`src/rtl/gnbt_pkg.sv`:
```
// Shared constants and helpers for the gated nearest-box tracker.
// No dependencies; used by every RTL file of the block.
package gnbt_pkg;

  localparam int COORD_BITS_DEF = 12;
  localparam int GATE_BITS      = 12;
  localparam int MISS_BITS      = 8;
  localparam int VIC_BITS       = 19;
  localparam int CFG_IDX_BITS   = 2;
  localparam int CFG_DATA_BITS  = GATE_BITS;

  localparam logic [GATE_BITS-1:0] GATE_RESET = 12'd120;
  localparam logic [MISS_BITS-1:0] MISS_RESET = 8'd10;
  localparam logic [VIC_BITS-1:0]  VIC_START  = 19'd400000;

  // register indexes
  localparam logic [CFG_IDX_BITS-1:0] CFG_GATE = 2'd0;
  localparam logic [CFG_IDX_BITS-1:0] CFG_MISS = 2'd1;

  // input commands and result kinds
  localparam logic CMD_BOX      = 1'b0;
  localparam logic CMD_EOF      = 1'b1;
  localparam logic KIND_UPDATE  = 1'b0;
  localparam logic KIND_SUMMARY = 1'b1;

  // four box edges, padded to whole bytes
  function automatic int in_data_bits(int cb);
    return ((4 * cb + 7) / 8) * 8;
  endfunction

  // result fields without kind: detected, two centres, width, height,
  // column, misses, reset flag
  function automatic int out_field_bits(int cb);
    return 5 * cb + 12;
  endfunction

  function automatic int out_data_bits(int cb);
    return ((out_field_bits(cb) + 7) / 8) * 8;
  endfunction

endpackage

```
`src/rtl/gated_nearest_box_tracker.sv`:
```
// Gated nearest-box tracker, top level: sequencer, tracker state, config
// registers and output register. Uses gnbt_pkg and gnbt_dist.
//
//  channel | direction | payload                                  | handshake
//  in_     | slave     | tuser: command, is_person; tdata: edges  | tvalid/tready
//  out_    | master    | tuser: result_kind; tdata: target fields | tvalid/tready
//  cfg_    | slave     | cfg_index, cfg_data                      | valid/ready
//
// A person box with a reference target waits on the square root loop of
// gnbt_dist, one bit pair a cycle, before its result. Other boxes and
// frame ends skip that loop. One item is in flight at a time; in_tready
// is high only when idle. A stalled result waits in the output register;
// the item after it runs until it too has a result ready. Reset is
// synchronous and needs no sweep.
module gated_nearest_box_tracker #(
  parameter int COORD_BITS = gnbt_pkg::COORD_BITS_DEF
) (
  input  logic clk,
  input  logic rst_n,
  input  logic in_tvalid,
  output logic in_tready,
  // low up: box_x_min, box_x_max, box_y_min, box_y_max, zero pad
  input  logic [gnbt_pkg::in_data_bits(COORD_BITS)-1:0] in_tdata,
  // low up: command, is_person
  input  logic [1:0] in_tuser,
  output logic out_tvalid,
  input  logic out_tready,
  // low up: detected, center_x_half, center_y_half, target_width,
  // target_height, target_column, misses, tracker_reset, zero pad
  output logic [gnbt_pkg::out_data_bits(COORD_BITS)-1:0] out_tdata,
  // low up: result_kind
  output logic out_tuser,
  input  logic cfg_valid,
  output logic cfg_ready,
  input  logic [gnbt_pkg::CFG_IDX_BITS-1:0]  cfg_index,
  input  logic [gnbt_pkg::CFG_DATA_BITS-1:0] cfg_data
);

  localparam int CB  = COORD_BITS;
  localparam int HB  = COORD_BITS + 1;
  localparam int OFW = gnbt_pkg::out_field_bits(COORD_BITS);
  localparam int ODW = gnbt_pkg::out_data_bits(COORD_BITS);
  localparam int VB  = gnbt_pkg::VIC_BITS;
  localparam int GB  = gnbt_pkg::GATE_BITS;
  localparam int MB  = gnbt_pkg::MISS_BITS;

  typedef enum logic [3:0] {
    S_IDLE = 4'b0001,
    S_PREP = 4'b0010,
    S_DIST = 4'b0100,
    S_FIN  = 4'b1000
  } state_t;

  state_t          state_r;
  logic [GB-1:0]   gate_r;
  logic [MB-1:0]   limit_r;
  logic            armed_r;
  logic            found_r;
  logic [HB-1:0]   cur_cx_r;
  logic [HB-1:0]   cur_cy_r;
  logic [CB-1:0]   cur_w_r;
  logic [CB-1:0]   cur_h_r;
  logic [HB-1:0]   last_cx_r;
  logic [HB-1:0]   last_cy_r;
  logic            last_nz_r;
  logic [VB-1:0]   best_r;
  logic [MB-1:0]   miss_r;
  logic [VB-1:0]   vic_r;
  logic            out_valid_r;
  logic [ODW-1:0]  out_data_r;
  logic            out_kind_r;

  // latched item
  logic            cmd_r;
  logic            person_r;
  logic [HB-1:0]   cx_r;
  logic [HB-1:0]   cy_r;
  logic [CB-1:0]   w_r;
  logic [CB-1:0]   h_r;

  logic [CB-1:0]   x0, x1, y0, y1;
  logic [CB-1:0]   w_in, h_in;
  logic [HB-1:0]   dx, dy;
  logic            dist_start;
  logic            dist_done;
  logic [HB-1:0]   dist_vic;

  logic            in_acc;
  logic            slot_free;
  logic            is_eof;
  logic            take;
  logic            emit;
  logic            rst_flag;
  logic            armed_nxt;
  logic [MB-1:0]   miss_nxt;
  logic [CB-1:0]   w_nxt;
  logic [CB-1:0]   h_nxt;
  logic [OFW-1:0]  pay;
  logic [ODW-1:0]  out_data_nxt;

  assign in_tready  = (state_r == S_IDLE);
  assign in_acc     = in_tvalid && in_tready;
  assign cfg_ready  = 1'b1;
  assign slot_free  = !out_valid_r || out_tready;
  assign out_tvalid = out_valid_r;
  assign out_tdata  = out_data_r;
  assign out_tuser  = out_kind_r;

  always_comb begin
    x0   = in_tdata[CB-1:0];
    x1   = in_tdata[2*CB-1:CB];
    y0   = in_tdata[3*CB-1:2*CB];
    y1   = in_tdata[4*CB-1:3*CB];
    // saturate inverted boxes to zero size
    w_in = (x1 > x0) ? x1 - x0 : '0;
    h_in = (y1 > y0) ? y1 - y0 : '0;
    dx   = (cx_r >= last_cx_r) ? cx_r - last_cx_r : last_cx_r - cx_r;
    dy   = (cy_r >= last_cy_r) ? cy_r - last_cy_r : last_cy_r - cy_r;
  end

  assign dist_start = (state_r == S_PREP) && person_r && last_nz_r;

  gnbt_dist #(
    .COORD_BITS(COORD_BITS)
  ) u_dist (
    .clk  (clk),
    .rst_n(rst_n),
    .start(dist_start),
    .dx   (dx),
    .dy   (dy),
    .done (dist_done),
    .vic  (dist_vic)
  );

  // close of an item: frame summary or box decision
  always_comb begin
    is_eof    = (cmd_r == gnbt_pkg::CMD_EOF);
    take      = (vic_r < VB'(gate_r)) && (vic_r < best_r);
    emit      = is_eof || take;
    rst_flag  = 1'b0;
    armed_nxt = armed_r;
    miss_nxt  = miss_r;
    w_nxt     = cur_w_r;
    h_nxt     = cur_h_r;
    if (is_eof) begin
      if (!found_r) begin
        if (miss_r < limit_r) begin
          miss_nxt = miss_r + 1'b1;
        end else begin
          miss_nxt  = '0;
          w_nxt     = '0;
          h_nxt     = '0;
          armed_nxt = 1'b0;
          rst_flag  = 1'b1;
        end
      end else begin
        miss_nxt = '0;
      end
      pay = {rst_flag, miss_nxt, cur_cx_r[HB-1:1], h_nxt, w_nxt,
             cur_cy_r, cur_cx_r, found_r};
    end else begin
      pay = {1'b0, miss_r, cx_r[HB-1:1], h_r, w_r, cy_r, cx_r, 1'b1};
    end
    out_data_nxt           = '0;
    out_data_nxt[OFW-1:0]  = pay;
  end

  always_ff @(posedge clk) begin
    if (!rst_n) begin
      state_r     <= S_IDLE;
      gate_r      <= gnbt_pkg::GATE_RESET;
      limit_r     <= gnbt_pkg::MISS_RESET;
      armed_r     <= 1'b0;
      found_r     <= 1'b0;
      cur_cx_r    <= '0;
      cur_cy_r    <= '0;
      cur_w_r     <= '0;
      cur_h_r     <= '0;
      last_cx_r   <= '0;
      last_cy_r   <= '0;
      last_nz_r   <= 1'b0;
      best_r      <= gnbt_pkg::VIC_START;
      miss_r      <= '0;
      out_valid_r <= 1'b0;
    end else begin
      if (cfg_valid) begin
        case (cfg_index)
          gnbt_pkg::CFG_GATE: gate_r  <= cfg_data;
          gnbt_pkg::CFG_MISS: limit_r <= cfg_data[MB-1:0];
          default: ;
        endcase
      end
      if (state_r == S_FIN && slot_free && emit) begin
        out_valid_r <= 1'b1;
      end else if (out_tready) begin
        out_valid_r <= 1'b0;
      end

      unique case (state_r)
        S_IDLE: begin
          if (in_acc) begin
            // rearm the tracker on the first item after it reset itself
            if (!armed_r) begin
              armed_r   <= 1'b1;
              cur_cx_r  <= '0;
              cur_cy_r  <= '0;
              cur_w_r   <= '0;
              cur_h_r   <= '0;
              last_nz_r <= 1'b0;
              miss_r    <= '0;
              best_r    <= gnbt_pkg::VIC_START;
            end
            state_r <= (in_tuser[0] == gnbt_pkg::CMD_EOF) ? S_FIN : S_PREP;
          end
        end
        S_PREP: begin
          if (!person_r) begin
            state_r <= S_IDLE;
          end else if (last_nz_r) begin
            state_r <= S_DIST;
          end else begin
            // no reference yet: place the box just inside the gate
            last_nz_r <= (w_r != '0) && (h_r != '0);
            state_r   <= S_FIN;
          end
        end
        S_DIST: begin
          if (dist_done) state_r <= S_FIN;
        end
        S_FIN: begin
          if (slot_free) begin
            state_r <= S_IDLE;
            if (is_eof) begin
              miss_r    <= miss_nxt;
              cur_w_r   <= w_nxt;
              cur_h_r   <= h_nxt;
              armed_r   <= armed_nxt;
              last_cx_r <= cur_cx_r;
              last_cy_r <= cur_cy_r;
              last_nz_r <= (w_nxt != '0) && (h_nxt != '0);
              best_r    <= gnbt_pkg::VIC_START;
              found_r   <= 1'b0;
            end else if (take) begin
              best_r   <= vic_r;
              cur_cx_r <= cx_r;
              cur_cy_r <= cy_r;
              cur_w_r  <= w_r;
              cur_h_r  <= h_r;
              found_r  <= 1'b1;
            end
          end
        end
        default: state_r <= S_IDLE;
      endcase
    end
  end

  // payload registers
  always_ff @(posedge clk) begin
    if (in_acc) begin
      cmd_r    <= in_tuser[0];
      person_r <= in_tuser[1];
      w_r      <= w_in;
      h_r      <= h_in;
      cx_r     <= {x0, 1'b0} + HB'(w_in);
      cy_r     <= {y0, 1'b0} + HB'(h_in);
    end
    if (state_r == S_PREP) begin
      vic_r <= (gate_r != '0) ? VB'(gate_r - GB'(1)) : '0;
    end
    if (state_r == S_DIST && dist_done) begin
      vic_r <= VB'(dist_vic);
    end
    if (state_r == S_FIN && slot_free && emit) begin
      out_data_r <= out_data_nxt;
      out_kind_r <= is_eof ? gnbt_pkg::KIND_SUMMARY : gnbt_pkg::KIND_UPDATE;
    end
  end

endmodule

```
`src/rtl/gnbt_dist.sv`:
```
// Centre distance unit: one shared multiplier squares dx then dy, then one
// subtract-and-compare stage iterates the integer square root. Uses gnbt_pkg.
module gnbt_dist #(
  parameter int COORD_BITS = gnbt_pkg::COORD_BITS_DEF
) (
  input  logic                clk,
  input  logic                rst_n,
  input  logic                start,
  input  logic [COORD_BITS:0] dx,
  input  logic [COORD_BITS:0] dy,
  output logic                done,
  output logic [COORD_BITS:0] vic
);

  localparam int HB = COORD_BITS + 1;
  localparam int K  = COORD_BITS + 2;
  localparam int SQ = 2 * K;
  localparam logic [SQ-1:0] BIT_TOP = {2'b01, {(SQ - 2){1'b0}}};

  typedef enum logic [3:0] {
    D_IDLE = 4'b0001,
    D_MULX = 4'b0010,
    D_MULY = 4'b0100,
    D_ROOT = 4'b1000
  } dstate_t;

  dstate_t         state_r;
  logic            done_r;
  logic [HB-1:0]   op_x_r;
  logic [HB-1:0]   op_y_r;
  logic [SQ-1:0]   acc_r;
  logic [SQ-1:0]   root_r;
  logic [SQ-1:0]   bit_r;

  logic [HB-1:0]   mul_op;
  logic [2*HB-1:0] prod;
  logic [SQ-1:0]   trial;
  logic            fits;

  always_comb begin
    mul_op = (state_r == D_MULX) ? op_x_r : op_y_r;
    prod   = mul_op * mul_op;
    trial  = root_r + bit_r;
    fits   = (acc_r >= trial);
  end

  always_ff @(posedge clk) begin
    if (!rst_n) begin
      state_r <= D_IDLE;
      done_r  <= 1'b0;
    end else begin
      done_r <= 1'b0;
      unique case (state_r)
        D_IDLE: begin
          if (start) state_r <= D_MULX;
        end
        D_MULX: state_r <= D_MULY;
        D_MULY: state_r <= D_ROOT;
        D_ROOT: begin
          if (bit_r[0]) begin
            state_r <= D_IDLE;
            done_r  <= 1'b1;
          end
        end
        default: state_r <= D_IDLE;
      endcase
    end
  end

  always_ff @(posedge clk) begin
    unique case (state_r)
      D_IDLE: begin
        if (start) begin
          op_x_r <= dx;
          op_y_r <= dy;
        end
      end
      D_MULX: acc_r <= SQ'(prod);
      D_MULY: begin
        acc_r  <= acc_r + SQ'(prod);
        root_r <= '0;
        bit_r  <= BIT_TOP;
      end
      D_ROOT: begin
        if (fits) begin
          acc_r  <= acc_r - trial;
          root_r <= (root_r >> 1) + bit_r;
        end else begin
          root_r <= root_r >> 1;
        end
        bit_r <= bit_r >> 2;
      end
      default: ;
    endcase
  end

  assign done = done_r;
  // whole pixels: drop the half-pixel bit of the root
  assign vic  = root_r[K-1:1];

endmodule

```
`config.mk`:
```
export PLATFORM = sky130hd
export DESIGN_NAME = gated_nearest_box_tracker
export DESIGN_NICKNAME = d
export VERILOG_FILES = /design/src/rtl/gnbt_pkg.sv /design/src/rtl/gated_nearest_box_tracker.sv /design/src/rtl/gnbt_dist.sv
export SDC_FILE = /design/constraint.sdc
export NUM_CORES = 1
export LEC_CHECK = 0
export ABC_AREA = 1
export CAP_MARGIN = 5
export CORE_ASPECT_RATIO = 2
export CORE_UTILIZATION = 55
export CTS_CLUSTER_DIAMETER = 120
export DETAILED_ROUTE_END_ITERATION = 16
export DONT_BUFFER_PORTS = 1
export PLACE_DENSITY = 0.7
export SYNTH_ARGS = -nofsm -noshare
export SYNTH_HDL_FRONTEND = slang
export SYNTH_SLANG_ARGS = --single-unit
```
`constraint.sdc`:
```
create_clock -name clk -period 9.7 [get_ports clk]
set_input_delay 0.97 -clock clk [delete_from_list [all_inputs] [get_ports clk]]
set_output_delay 0.97 -clock clk [all_outputs]
set_load 0.02 [all_outputs]
```
==> parameters.txt <==
Parameter                              Value

Outcome
  Outcome    finished, final reports clean

Yosys
  Share of Yosys cell area claimed by the top area cell type    21.51%
  Dominant cell type by area after synthesis    sky130_fd_sc_hd__edfxtp_1
  Register area share after synthesis    30.18%
  Post-synthesis cell type count    60
  Number of synthesized register bits    roughly 350
  Post-Syn Instances    4187
  Top post-synthesis cells by area    sky130_fd_sc_hd__edfxtp_1 (22%), sky130_fd_sc_hd__nand2_1 (12%), sky130_fd_sc_hd__ha_1 (12%), sky130_fd_sc_hd__dfxtp_1 (8.7%), sky130_fd_sc_hd__inv_1 (7.9%)
  Fraction of registers with async set or reset after synthesis    0%
  Syn Nets    about 4600
  Number of synthesized flops with an enable pin    220
  Most used flip-flop cell after synthesis    sky130_fd_sc_hd__edfxtp_1
  Avg Cell Area, Syn    7.335 um^2
  Cell Area, Synth    0.03071 mm^2
  Warnings from Yosys    0

Drt
  Vias per cell    5.625
  Via count    27520
  Iteration-0 DRC count of the detailed router    1552
  Post-detailed-route wirelength per cell    19.37 um
  Number of nets with antenna violations after detailed routing    0
  Post-route DRC violation count    0
  Routed WL    94.76 mm
  Length of the first detailed-routing pass in iterations    6

Finish
  Area growth from synthesis to layout    5.374%
  Fraction of final layout cells sized beyond drive strength 1    2.989%
  Multi-input gate area in the final layout    0.01843 mm^2
  Footprint of the flip-flops and latches    0.009269 mm^2
  Diode count    0
  Layout fillers    5420
  Number of nets in the finished design    4578
  Fin util    about three fifths

Power and ir drop
  Leakage Power    approximately 15 nW
  Maximum VDD drop    about 0.00019 V
  Clock power frac    between 20% and 30%
  Net Switching    0.002103 W
  Part of the total power dissipated in sequential elements    36.5%
  Internal power consumption    0.003219 W
  Part of the total power dissipated in combinational logic    37.6%
  Switching share of power    39.52%
  Power density over cell area    164.5 mW/mm^2

STA
  Worst clock skew on the final layout    0.02666 ns
  Worst Tran Pin Value    just over 1 ns
  Final worst slack    ~1.0 ns
  RSZ-0062 raised after global routing    no
  Count of endpoints failing hold in the final timing report    0
  Shortest period the worst path allows    8.682 ns
  Worst-case headroom to the max-slew limit    30.56%
  F_max    115.2 MHz
  Max-slew violations    0
  Final cycle utilization of the critical path    89.51%
  Setup violations, final    0
  Setup tns final    0 ns

Run
  Max-cap violations    0

Global route
  Total GRT Usage    33.58%
  First-pass GRT wire length    146.2 mm
  Maximum number of pins on one net before global-route repair    85
  Number of global-route vias before repair    between 20000 and 30000
  Final global-route overflow total    0
  Number of antenna violations at the first check in global routing    0

Setup path
  Largest fanout on the critical path    23
  Critical Path Source Type    flop
  Crit path required time    10.00 ns
  Arr. time, crit path    ~9 ns
  Critical path capture point type    flop
  Worst setup path category    flop to flop

CTS
  Count of hold buffers inserted by post-cts repair    0
  Number of gates given a new drive strength after cts    0
  Worst skew pair latency    0.56 ns
  Number of buffers inserted during clock tree synthesis    34
  Worst-case clock buffer depth    3
  Number of levels in the clock H-tree    2
  Clock transition at path regs    0.07 ns
  TritonCTS clock tree    yes
  Setup Buffers After CTS    0
  TritonCTS sink count    approximately 350
  Clock root buffer    sky130_fd_sc_hd__clkbuf_16

Worst hold path
  Class of the tightest hold or removal check    flop to flop

Floorplan
  Top-level I/O count    between 100 and 150
  Die Wd    169.1 um
  Initial core utilization    55.58%
  DIE HEIGHT    between 300 and 400 um
  Area enclosed by the die boundary    0.05684 mm^2
  Floorplan row count    122
  Core region area    between 0.05 and 0.06 mm^2

Placement
  Routability-driven placement congestion ratio    1.044
  Place WS    1.147 ns
  Quantity of I/O buffers inserted on ports    0
  Total half-perimeter wirelength after legalization and detailed placement    76.78 mm
## per-layer routing
layer	GRT usage, %	share of wire (%)	up-vias	wire [um]
met5	0	0	-	0
met4	28.12	9.5	0	8980
met3	4.190	4.0	364	3748
met2	65.64	54	781	51200
met1	29.94	33	12800	30830
li1	-	-	13570	-
## final cells by class
| cell class | instances | share of cell area (%) |
|---|---|---|
| Multi-Input combinational cell | 3054 | 56.96 |
| Timing Repair Buffer | 16 | 0.3712 |
| Inverter | 663 | 7.698 |
| Sequential cell | 353 | 28.64 |
| Tap cell | 744 | 2.877 |
| Clock inverter | 18 | 0.6457 |
| Clock buffer | 44 | 2.811 |
## kinds of logic (layout without fill, tap and decap cells)
group           Yosys count  in the layout  synth area share, %
flops                   353            353                30.18
other cells               1              1              0.01221
simple gates           1816           1816                25.04
mux                       3              3              0.09778
xor+xnor                146            146                4.164
compound gates          701            701                12.28
fa+ha+maj               387            387                18.31
buf+inv                 780            741                9.917
## synthesized netlist by cell type (all sizes together) (66+ instances only)
cell type  number
a21oi         338
clkbuf         66
dfxtp         133
edfxtp        220
fa            104
ha            283
inv           660
nand2         972
nand3         303
nor2          369
o21ai         266
xor2           97
## metrics by stage
stage | total power, W | instances | hold slack (ns) | cell area [um^2]
final | 0.005323 | 4892 | 0.4570 | 32360
after global routing | 0.005640 | 4892 | 0.4765 | 32360
after CTS | 0.005328 | 4892 | 0.4618 | 32360
after detailed placement | 0.003949 | 4830 | 0.4522 | 31240
after global placement | 0.003933 | 4830 | 0.4436 | 31240
after floorplan | 0.003422 | 4187 | 0.4303 | 30710
## state kept, by name, summed over array words and instances, names as in the netlist, 14 cells and up
register	cells
u_dist.acc_r	28
u_dist.bit_r	14
vic_r	14
best_r	15
u_dist.root_r	28
out_tdata	60
## path summary, 6_finish.rpt
| kind | cells after the start | slack (ns) | to | start |
|---|---|---|---|---|
| max | 27 | 1.02 | u_dist.acc_r[15]$_DFFE_PP_ | u_dist.state_r[2]$_SDFFE_PN0P_ |
| min | 2 | 0.46 | last_cx_r[12]$_SDFFE_PN0P_ | last_cx_r[12]$_SDFFE_PN0P_ |
| max reg2reg | 27 | 1.02 | u_dist.acc_r[15]$_DFFE_PP_ | u_dist.state_r[2]$_SDFFE_PN0P_ |
| min reg2reg | 2 | 0.46 | last_cx_r[12]$_SDFFE_PN0P_ | last_cx_r[12]$_SDFFE_PN0P_ |
## critical path, cell delays in order (launching register included)
cell                       delay (ns)
sky130_fd_sc_hd__dfxtp_1         0.35
sky130_fd_sc_hd__nor2_1          0.12
sky130_fd_sc_hd__nand3_1         0.59
sky130_fd_sc_hd__o21ai_1         0.71
sky130_fd_sc_hd__clkinv_1        0.43
sky130_fd_sc_hd__nor2_1          0.35
sky130_fd_sc_hd__fa_1            0.48
sky130_fd_sc_hd__fa_1            0.49
sky130_fd_sc_hd__fa_1            0.53
sky130_fd_sc_hd__inv_1           0.06
sky130_fd_sc_hd__fa_1            0.44
sky130_fd_sc_hd__fa_1            0.51
sky130_fd_sc_hd__inv_1           0.04
sky130_fd_sc_hd__ha_1            0.36
sky130_fd_sc_hd__a21oi_1         0.24
sky130_fd_sc_hd__o21ai_0         0.17
sky130_fd_sc_hd__a21oi_1         0.31
sky130_fd_sc_hd__o21ai_0         0.16
sky130_fd_sc_hd__xor2_1          0.52
sky130_fd_sc_hd__ha_1            0.40
sky130_fd_sc_hd__nand2_1         0.22
sky130_fd_sc_hd__nor2_1          0.08
sky130_fd_sc_hd__nor2_1          0.14
sky130_fd_sc_hd__and2_1          0.15
sky130_fd_sc_hd__nand2_1         0.10
sky130_fd_sc_hd__or2_2           0.29
sky130_fd_sc_hd__nand3_1         0.09
sky130_fd_sc_hd__nand3_1         0.09
## power groups by stage
stage | registers [W] | clock network [W] | logic [W]
after floorplan | 0.00193 | 0 | 0.00149
after global placement | 0.00197 | 0 | 0.00196
after detailed placement | 0.00197 | 0 | 0.00198
after CTS | 0.00194 | 0.00140 | 0.00199
after global routing | 0.00195 | 0.00145 | 0.00224
final | 0.00194 | 0.00138 | 0.00200
## cell usage in the layout (no fill, tap or decap), types with 49 or more instances in the layout
cell                         n
sky130_fd_sc_hd__fa_1      104
sky130_fd_sc_hd__edfxtp_1  220
sky130_fd_sc_hd__nand3_1   300
sky130_fd_sc_hd__inv_1     647
sky130_fd_sc_hd__nor2_1    359
sky130_fd_sc_hd__ha_1      283
sky130_fd_sc_hd__dfxtp_1   133
sky130_fd_sc_hd__xnor2_1    49
sky130_fd_sc_hd__nand2_1   969
sky130_fd_sc_hd__nand4_1    62
sky130_fd_sc_hd__a21oi_1   337
sky130_fd_sc_hd__o21ai_0   223
sky130_fd_sc_hd__xor2_1     97
No activity file was read; power rests on OpenSTA's default activity.
